==> src/sac_pkg.sv <==
// shared constants and helpers for the set-associative cache tag model
package sac_pkg;

  // register map, word index on the configuration port
  localparam logic [1:0] RegOffsetBits = 2'd0;
  localparam logic [1:0] RegSetBits    = 2'd1;
  localparam logic [1:0] RegWays       = 2'd2;
  localparam logic [1:0] RegLruMode    = 2'd3;

  // reset values of the configuration registers
  localparam logic [5:0] OffsetBitsRst = 6'd6;
  localparam logic [3:0] SetBitsRst    = 4'd0;
  localparam logic [3:0] WaysRst       = 4'd1;
  localparam logic       LruModeRst    = 1'b0;

  // index width for a store of the given depth, never below one bit
  function automatic int addr_w(input int depth);
    int w;
    w = $clog2(depth);
    return (w < 1) ? 1 : w;
  endfunction

  // largest b with 2**b <= n
  function automatic int floor_log2(input int n);
    int b;
    b = 0;
    while ((b < 31) && ((64'd1 << (b + 1)) <= 64'(n))) b++;
    return b;
  endfunction

endpackage

==> src/sac_ram.sv <==
// generic single-port-write, single-port-read ram with registered read data
module sac_ram #(
  parameter int WIDTH = 8,
  parameter int DEPTH = 16
) (
  input  logic                              clk_i,
  input  logic                              we_i,
  input  logic [sac_pkg::addr_w(DEPTH)-1:0] waddr_i,
  input  logic [WIDTH-1:0]                  wdata_i,
  input  logic                              re_i,
  input  logic [sac_pkg::addr_w(DEPTH)-1:0] raddr_i,
  output logic [WIDTH-1:0]                  rdata_o
);

  logic [WIDTH-1:0] mem_q [DEPTH];
  logic [WIDTH-1:0] rdata_q;

  always_ff @(posedge clk_i) begin
    if (we_i) begin
      mem_q[waddr_i] <= wdata_i;
    end
    if (re_i) begin
      rdata_q <= mem_q[raddr_i];
    end
  end

  assign rdata_o = rdata_q;

endmodule

==> config.mk <==
export PLATFORM = sky130hd
export DESIGN_NAME = sac_ram
export DESIGN_NICKNAME = d
export VERILOG_FILES = /design/src/sac_pkg.sv /design/src/sac_ram.sv
export SDC_FILE = /design/constraint.sdc
export NUM_CORES = 1
export LEC_CHECK = 0
export ABC_AREA = 1
export BUFFER_PORTS_ARGS = -buffer_cell sky130_fd_sc_hd__buf_2
export CORE_UTILIZATION = 57
export CTS_BUF_LIST = sky130_fd_sc_hd__clkbuf_4
export CTS_CLUSTER_DIAMETER = 30
export DETAILED_ROUTE_END_ITERATION = 6
export GPL_ROUTABILITY_DRIVEN = 0
export PLACE_DENSITY = 0.78
export SLEW_MARGIN = 15
export SYNTH_ARGS = -nofsm -noshare
export SYNTH_HDL_FRONTEND = slang
export SYNTH_SLANG_ARGS = --single-unit
==> constraint.sdc <==
create_clock -name clk_i -period 1.1 [get_ports clk_i]
set_input_delay 0.165 -clock clk_i [delete_from_list [all_inputs] [get_ports clk_i]]
set_output_delay 0.165 -clock clk_i [all_outputs]
set_load 0.02 [all_outputs]
==> results.sh, run 1 <==
export IMPL_status="finished with violations"
export IMPL_violations="setup timing"
export IMPL_instances_no_fill=750
export IMPL_path_depth=1
export IMPL_synthesis_nets=570
export IMPL_grt_pass1_wl_mm=19.5
export IMPL_r2r_cells=6
export IMPL_critPathLaunch="rdata_o[2]$_DFFE_PP_"
export IMPL_syn_area_mm2=0.00585
export IMPL_clk_path_buf_depth=2
export IMPL_cp_end_kind="output port"
export IMPL_htreeDepth=4
export IMPL_drive_gt1_frac=0.238
export IMPL_path_max_fanout=1
export IMPL_hold_viol_final=0
export IMPL_postSynthRegisterBits=136
export IMPL_clkLatencyLatePin_ps=510
export IMPL_yosys_warnings=0
export IMPL_criticalPathCategory="flop to output port"
export IMPL_crit_path_top_delay_cell="edfxtp_1"
export IMPL_max_stage_delay_ps=450
export IMPL_num_vias=3938
export IMPL_total_power_mw=9.94
export IMPL_hold_slack_ps=59.4
export IMPL_area_delta_synth_final_pct=18.0
export IMPL_rr_endpoint="rdata_o[2]$_DFFE_PP_"
export IMPL_maxSlewViolCount=0
export IMPL_cp_cell_sequence="buf_6"
export IMPL_crit_arrival_ps=1110
export IMPL_root_buffer="clkbuf_4"
export IMPL_clock_skew_ps=10.6
export IMPL_utilization=0.699
export IMPL_worst_pin_slew_ps=436
export IMPL_crit_end="rdata_o[2]"
export IMPL_drc=0
export IMPL_drv_cap=0
export IMPL_final_common_cell="nand2_1"
export IMPL_wirelength_mm=12.5
export IMPL_maxSlewHeadroom=0.709
export IMPL_r2r_start="mem_q[10][2]$_DFFE_PP_"
export IMPL_start_util=0.593
export IMPL_p_int_mw=7.52
export IMPL_die_w_um=103
export IMPL_avgRoutedWirePerCell_um=16.6
export IMPL_fin_setup_tns_ps=-1040
export IMPL_cts_made_buffers=17
export IMPL_setup_violations=9
export IMPL_final_cell_mix="164 x nand2_1, 136 x edfxtp_1, 100 x inv_1, 48 x nand3_1, 46 x nand3_2"
export IMPL_leakage_nw=2.98
export IMPL_path_clk_slew_ps=120
export IMPL_critPathBufInv=1
export IMPL_grt_antenna_before_repair=0
export IMPL_vdd_drop_max_mv=0.920
export IMPL_min_path_type="input pin to flop"
export IMPL_place_port_buffers=26
export IMPL_core_area_mm2=0.00986
export IMPL_dieArea_mm2=0.0107
export IMPL_timing_final_crit_share=1.16
export IMPL_diodes=0
export IMPL_grt_max_degree=35
export IMPL_post_place_ws_ps=-328
export IMPL_fmax_mhz=783
export IMPL_grt_use_total=0.262
export IMPL_setup_ws_ps=-177
export IMPL_cts_tree="done"
export IMPL_post_route_min_period_ps=1280
export IMPL_p_comb_frac=0.090
export IMPL_drtIter0Drc=322
export IMPL_final_cell_area_mm2=0.00690
export IMPL_cts_setup_buffers=0
export IMPL_rows=36
export IMPL_seq_power_share=0.590
export IMPL_cts_sinks=136
export IMPL_via_per_inst=5.25
export IMPL_worstSetupStartpointType="flop"
export IMPL_fin_nets=623
export IMPL_overflow=0
export IMPL_critPathTopFamily="flip-flops"
export IMPL_ant_nets=0
export IMPL_placed_area_mm2=0.00625
export IMPL_p_per_area_mw_per_mm2=1440
export IMPL_dpl_cell_count=716
export IMPL_syn_instance_count=551
export IMPL_firstDrtPassIters=5
export IMPL_io_pins=27
export IMPL_ys_seq_area_frac=0.698
export IMPL_fp_dieH_um=103
export IMPL_cp_data_required_time_ps=940
export IMPL_dp_hpwl_mm=7.98
export IMPL_grt_pass1_vias=3741
export IMPL_synth_cell_types=11
export IMPL_p_sw_mw=2.42
export IMPL_swShare=0.244
export IMPL_rsz0062_at_grt="true"
export IMPL_pwr_share_clk=0.320
export IMPL_reg2reg_slack_ps=0
export IMPL_avgSynthCellArea_um2=10.6
[power groups by stage]
| stage | Clock, mW | Combinational (mW) | Sequential (mW) |
|---|---|---|---|
| 2_1_floorplan | 0 | 0.409 | 6.00 |
| 3_3_place_gp | 0 | 0.736 | 5.97 |
| 3_5_place_dp | 0 | 0.756 | 5.98 |
| 4_1_cts | 3.24 | 0.806 | 5.86 |
| 5_1_grt | 3.46 | 0.975 | 5.88 |
| 6_report | 3.18 | 0.894 | 5.87 |
[worst register-to-register path: cells and delay by family (launching register included)]
kind	cells	cell delay, ps
AND/OR/NAND/NOR	5	420
buffers and inverters	1	60
flip-flops	1	380
[worst min-delay path by stage]
stage,start,end,slack [ps],cells after the start
final,wdata_i[6],mem_q[10][6]$_DFFE_PP_,60,1
after global routing,wdata_i[4],mem_q[6][4]$_DFFE_PP_,30,1
after CTS,wdata_i[4],mem_q[7][4]$_DFFE_PP_,20,1
after detailed placement,raddr_i[3],rdata_o[7]$_DFFE_PP_,520,3
after global placement,raddr_i[3],rdata_o[7]$_DFFE_PP_,530,3
after floorplan,wdata_i[0],mem_q[0][0]$_DFFE_PP_,260,0
[cell families (layout without fill, tap and decap cells)]
| group | after synthesis | after routing | share of synthesized area |
|---|---|---|---|
| buffers and inverters | 126 | 192 | 0.0939 |
| DFF | 136 | 136 | 0.698 |
| and+or+nand+nor | 289 | 289 | 0.208 |
[cell type report]
class	count	area, um2
Timing Repair Buffer	58	475
Clock buffer	18	135
Sequential cell	136	4080
Tap cell	133	166
Multi-Input combinational cell	289	1500
Clock inverter	14	149
Inverter	102	383
Fill cell	701	2970
[registers in the layout, indices dropped and copies added, names as in the netlist]
signal and cells:
rdata_o 8, mem_q 128
[cell usage after synthesis]
master / n / area [um2]
nand2_1: 173 / 649
buf_2: 13 / 65.1
buf_4: 4 / 30.0
nand3b_1: 2 / 15.0
edfxtp_1: 136 / 4080
nand3_1: 97 / 485
buf_1: 1 / 3.75
nor2_1: 17 / 63.8
inv_1: 100 / 375
inv_2: 2 / 7.51
buf_6: 6 / 67.6
[layer usage]
layer | track usage | wire length (um)
met1 | 0.342 | 4810
met2 | 0.432 | 6370
met3 | 0.0598 | 1030
met4 | 0.105 | 240
met5 | 0 | 0
[repair_timing]
action	4_1_cts	5_1_grt
hold buffers	2	0
resized for setup	26	51
gates cloned	0	0
setup endpoints to repair	15	16
pin swaps	4	35
endpoints found under the hold margin	9	0
No activity file was read; power rests on OpenSTA's default activity.
==> inputs of run 2 (changes only) <==
ABC_AREA = unset   (was 1)
==> run 2 against run 1 <==
The run ends with DRC, setup timing left. Global-route usage shrank 3.9 points. Via count shrank 36%. Routed wire length shrank 23%. Hold slack lost 19 ps. Fmax shrank 11%. Sequential share of layout area grew 7.5 points. First-iteration DRC count shrank 29%. Combinational power shrank 23%.
==> results.sh, run 2 <==
export IMPL_leakage_nw=2.02
export IMPL_drv_cap=0
export IMPL_cts_tree="done"
export IMPL_core_area_mm2=0.00881
export IMPL_hold_viol_final=0
export IMPL_avgRoutedWirePerCell_um=22.9
export IMPL_p_sw_mw=2.02
export IMPL_overflow=0
export IMPL_worst_pin_slew_ps=972
export IMPL_yosys_warnings=0
export IMPL_dieArea_mm2=0.00956
export IMPL_cts_made_buffers=17
export IMPL_maxSlewHeadroom=0.349
export IMPL_diodes=0
export IMPL_seq_area_mm2=0.00408
export IMPL_clk_path_buf_depth=2
export IMPL_path_clk_slew_ps=100
export IMPL_rr_endpoint="rdata_o[6]$_DFFE_PP_"
export IMPL_fmax_mhz=694
export IMPL_htreeDepth=4
export IMPL_worstSetupStartpointType="flop"
export IMPL_dp_hpwl_mm=6.69
export IMPL_netlist_area_leader_share=0.781
export IMPL_grt_use_total=0.224
export IMPL_postSynthRegisterBits=136
export IMPL_num_vias=2503
export IMPL_synthesis_nets=248
export IMPL_synth_top_area_cell="edfxtp_1"
export IMPL_grt_pass1_wl_mm=14.8
export IMPL_cp_data_required_time_ps=1360
export IMPL_root_buffer="clkbuf_4"
export IMPL_avgSynthCellArea_um2=22.8
export IMPL_utilization=0.695
export IMPL_via_per_inst=5.96
export IMPL_ant_nets=0
export IMPL_area_delta_synth_final_pct=17.1
export IMPL_post_place_ws_ps=-659
export IMPL_min_path_type="input pin to flop"
export IMPL_cp_end_kind="flop"
export IMPL_rows=34
export IMPL_synth_ff_type="edfxtp_1"
export IMPL_p_per_area_mw_per_mm2=1510
export IMPL_r2r_cells=3
export IMPL_hold_slack_ps=40.0
export IMPL_maxSlewViolCount=0
export IMPL_criticalPathCategory="flop to flop"
export IMPL_clkLatencyLatePin_ps=500
export IMPL_grt_pass1_vias=2593
export IMPL_synth_cell_types=18
export IMPL_violations="DRC, setup timing"
export IMPL_placed_area_mm2=0.00580
export IMPL_rsz0062_at_grt="true"
export IMPL_r2r_start="mem_q[11][6]$_DFFE_PP_"
export IMPL_synth_most_common_cell="edfxtp_1"
export IMPL_fp_dieH_um=97.8
export IMPL_holdPathEnd="mem_q[8][2]$_DFFE_PP_"
export IMPL_pwr_share_clk=0.292
export IMPL_final_cell_area_mm2=0.00612
export IMPL_whs_path_depth=1
export IMPL_drtIter0Drc=229
export IMPL_final_cell_mix="136 x edfxtp_1, 32 x mux4_2, 27 x buf_4, 21 x buf_2, 19 x clkbuf_4"
export IMPL_async_flop_share=0
export IMPL_drive_gt1_frac=0.462
export IMPL_firstDrtPassIters=7
export IMPL_final_common_cell="edfxtp_1"
export IMPL_crit_arrival_ps=1700
export IMPL_grt_antenna_before_repair=0
export IMPL_drc=6
export IMPL_largest_reg_flops=128
export IMPL_vdd_drop_max_mv=0.823
export IMPL_status="finished with violations"
export IMPL_reg2reg_slack_ps=-340
export IMPL_start_util=0.594
export IMPL_top_register="mem_q"
export IMPL_path_max_fanout=1
export IMPL_setup_violations=16
export IMPL_synth_edf_count=136
export IMPL_syn_area_mm2=0.00523
export IMPL_clock_skew_ps=10.8
export IMPL_place_port_buffers=26
export IMPL_grt_max_degree=17
export IMPL_seq_power_share=0.633
export IMPL_die_w_um=97.8
export IMPL_wirelength_mm=9.60
export IMPL_io_pins=27
export IMPL_multi_input_area_mm2=0.00113
export IMPL_post_route_min_period_ps=1440
export IMPL_cts_sinks=136
export IMPL_swShare=0.218
export IMPL_ys_seq_area_frac=0.781
export IMPL_holdCritStartpoint="wdata_i[2]"
export IMPL_fin_setup_tns_ps=-3390
export IMPL_setup_ws_ps=-340
export IMPL_p_comb_frac=0.075
export IMPL_fin_nets=320
export IMPL_timing_final_crit_share=1.31
export IMPL_p_int_mw=7.25
export IMPL_n_fill_cell=555
export IMPL_synth_common_cells="136 x edfxtp_1, 18 x mux4_2, 16 x a22oi_1, 14 x mux4_1, 13 x nor2_1"
export IMPL_synth_area_leaders="edfxtp_1 78%, mux4_2 7.8%, mux4_1 7.0%"
export IMPL_syn_instance_count=229
==> run 2: area by class of cell <==
cell class | count | area share
sequential | 136 | 0.667
multi-input combinational | 83 | 0.184
timing repair buffer | 63 | 0.0889
clock buffer | 19 | 0.0233
tap | 108 | 0.0221
clock inverter | 11 | 0.0139
==> run 2: how the worst max path moves through the flow <==
stage,slack (ps),from,cells after the start,to
after floorplan,-270,raddr_i[0],5,rdata_o[1]$_DFFE_PP_
after global placement,-620,raddr_i[0],5,rdata_o[0]$_DFFE_PP_
after global routing,-370,mem_q[8][6]$_DFFE_PP_,3,rdata_o[6]$_DFFE_PP_
final,-340,mem_q[11][6]$_DFFE_PP_,3,rdata_o[6]$_DFFE_PP_
after detailed placement,-660,raddr_i[0],5,rdata_o[1]$_DFFE_PP_
after CTS,-330,mem_q[11][6]$_DFFE_PP_,3,rdata_o[6]$_DFFE_PP_
==> run 2: stage by stage <==
step                      total power, mW  instances
final                                9.27        420
after global routing                 9.61        420
after CTS                            9.33        418
after detailed placement             6.63        388
after global placement               6.61        388
after floorplan                      6.34        229
==> run 2: logic make-up (layout without fill, tap and decap cells) <==
kind of cell / count (synthesis) / count (layout) / share of synthesized area
and+or+nand+nor: 35 / 35 / 0.0314
buffers and inverters: 10 / 93 / 0.0165
muxes: 32 / 32 / 0.148
DFF: 136 / 136 / 0.781
AOI/OAI and AO/OA: 16 / 16 / 0.0230
==> run 2: routing by layer <==
metal	vias to the layer above	routed length, um	part of all wire	track usage
met2	105	4910	0.51	0.360
met1	1278	3980	0.41	0.309
met4	0	50	0.0052	0.0664
met3	6	669	0.070	0.0587
li1	1114	-	-	-
met5	-	0	0	0
==> run 2: what timing repair did <==
item	4_1_cts	5_1_grt
endpoints found under the hold margin	0	12
setup endpoints to repair	16	16
buffers inserted	0	0
pin swaps	6	0
cloned	0	0
hold buffers	0	2
resized for setup	17	3
==> run 2: power by group through the flow <==
| stage | clock, mW | combinational, mW | sequential [mW] |
|---|---|---|---|
| finish | 2.71 | 0.692 | 5.87 |
| detailed placement | 0 | 0.650 | 5.98 |
| CTS | 2.78 | 0.687 | 5.87 |
| floorplan | 0 | 0.337 | 6.00 |
| global placement | 0 | 0.630 | 5.98 |
| global route | 3.00 | 0.738 | 5.88 |
==> run 2: worst max-delay path, stage by stage (launching register included) <==
cell and delay [ps]:
edfxtp_1 370, mux4_2 490, a22oi_2 240, nand2_1 90
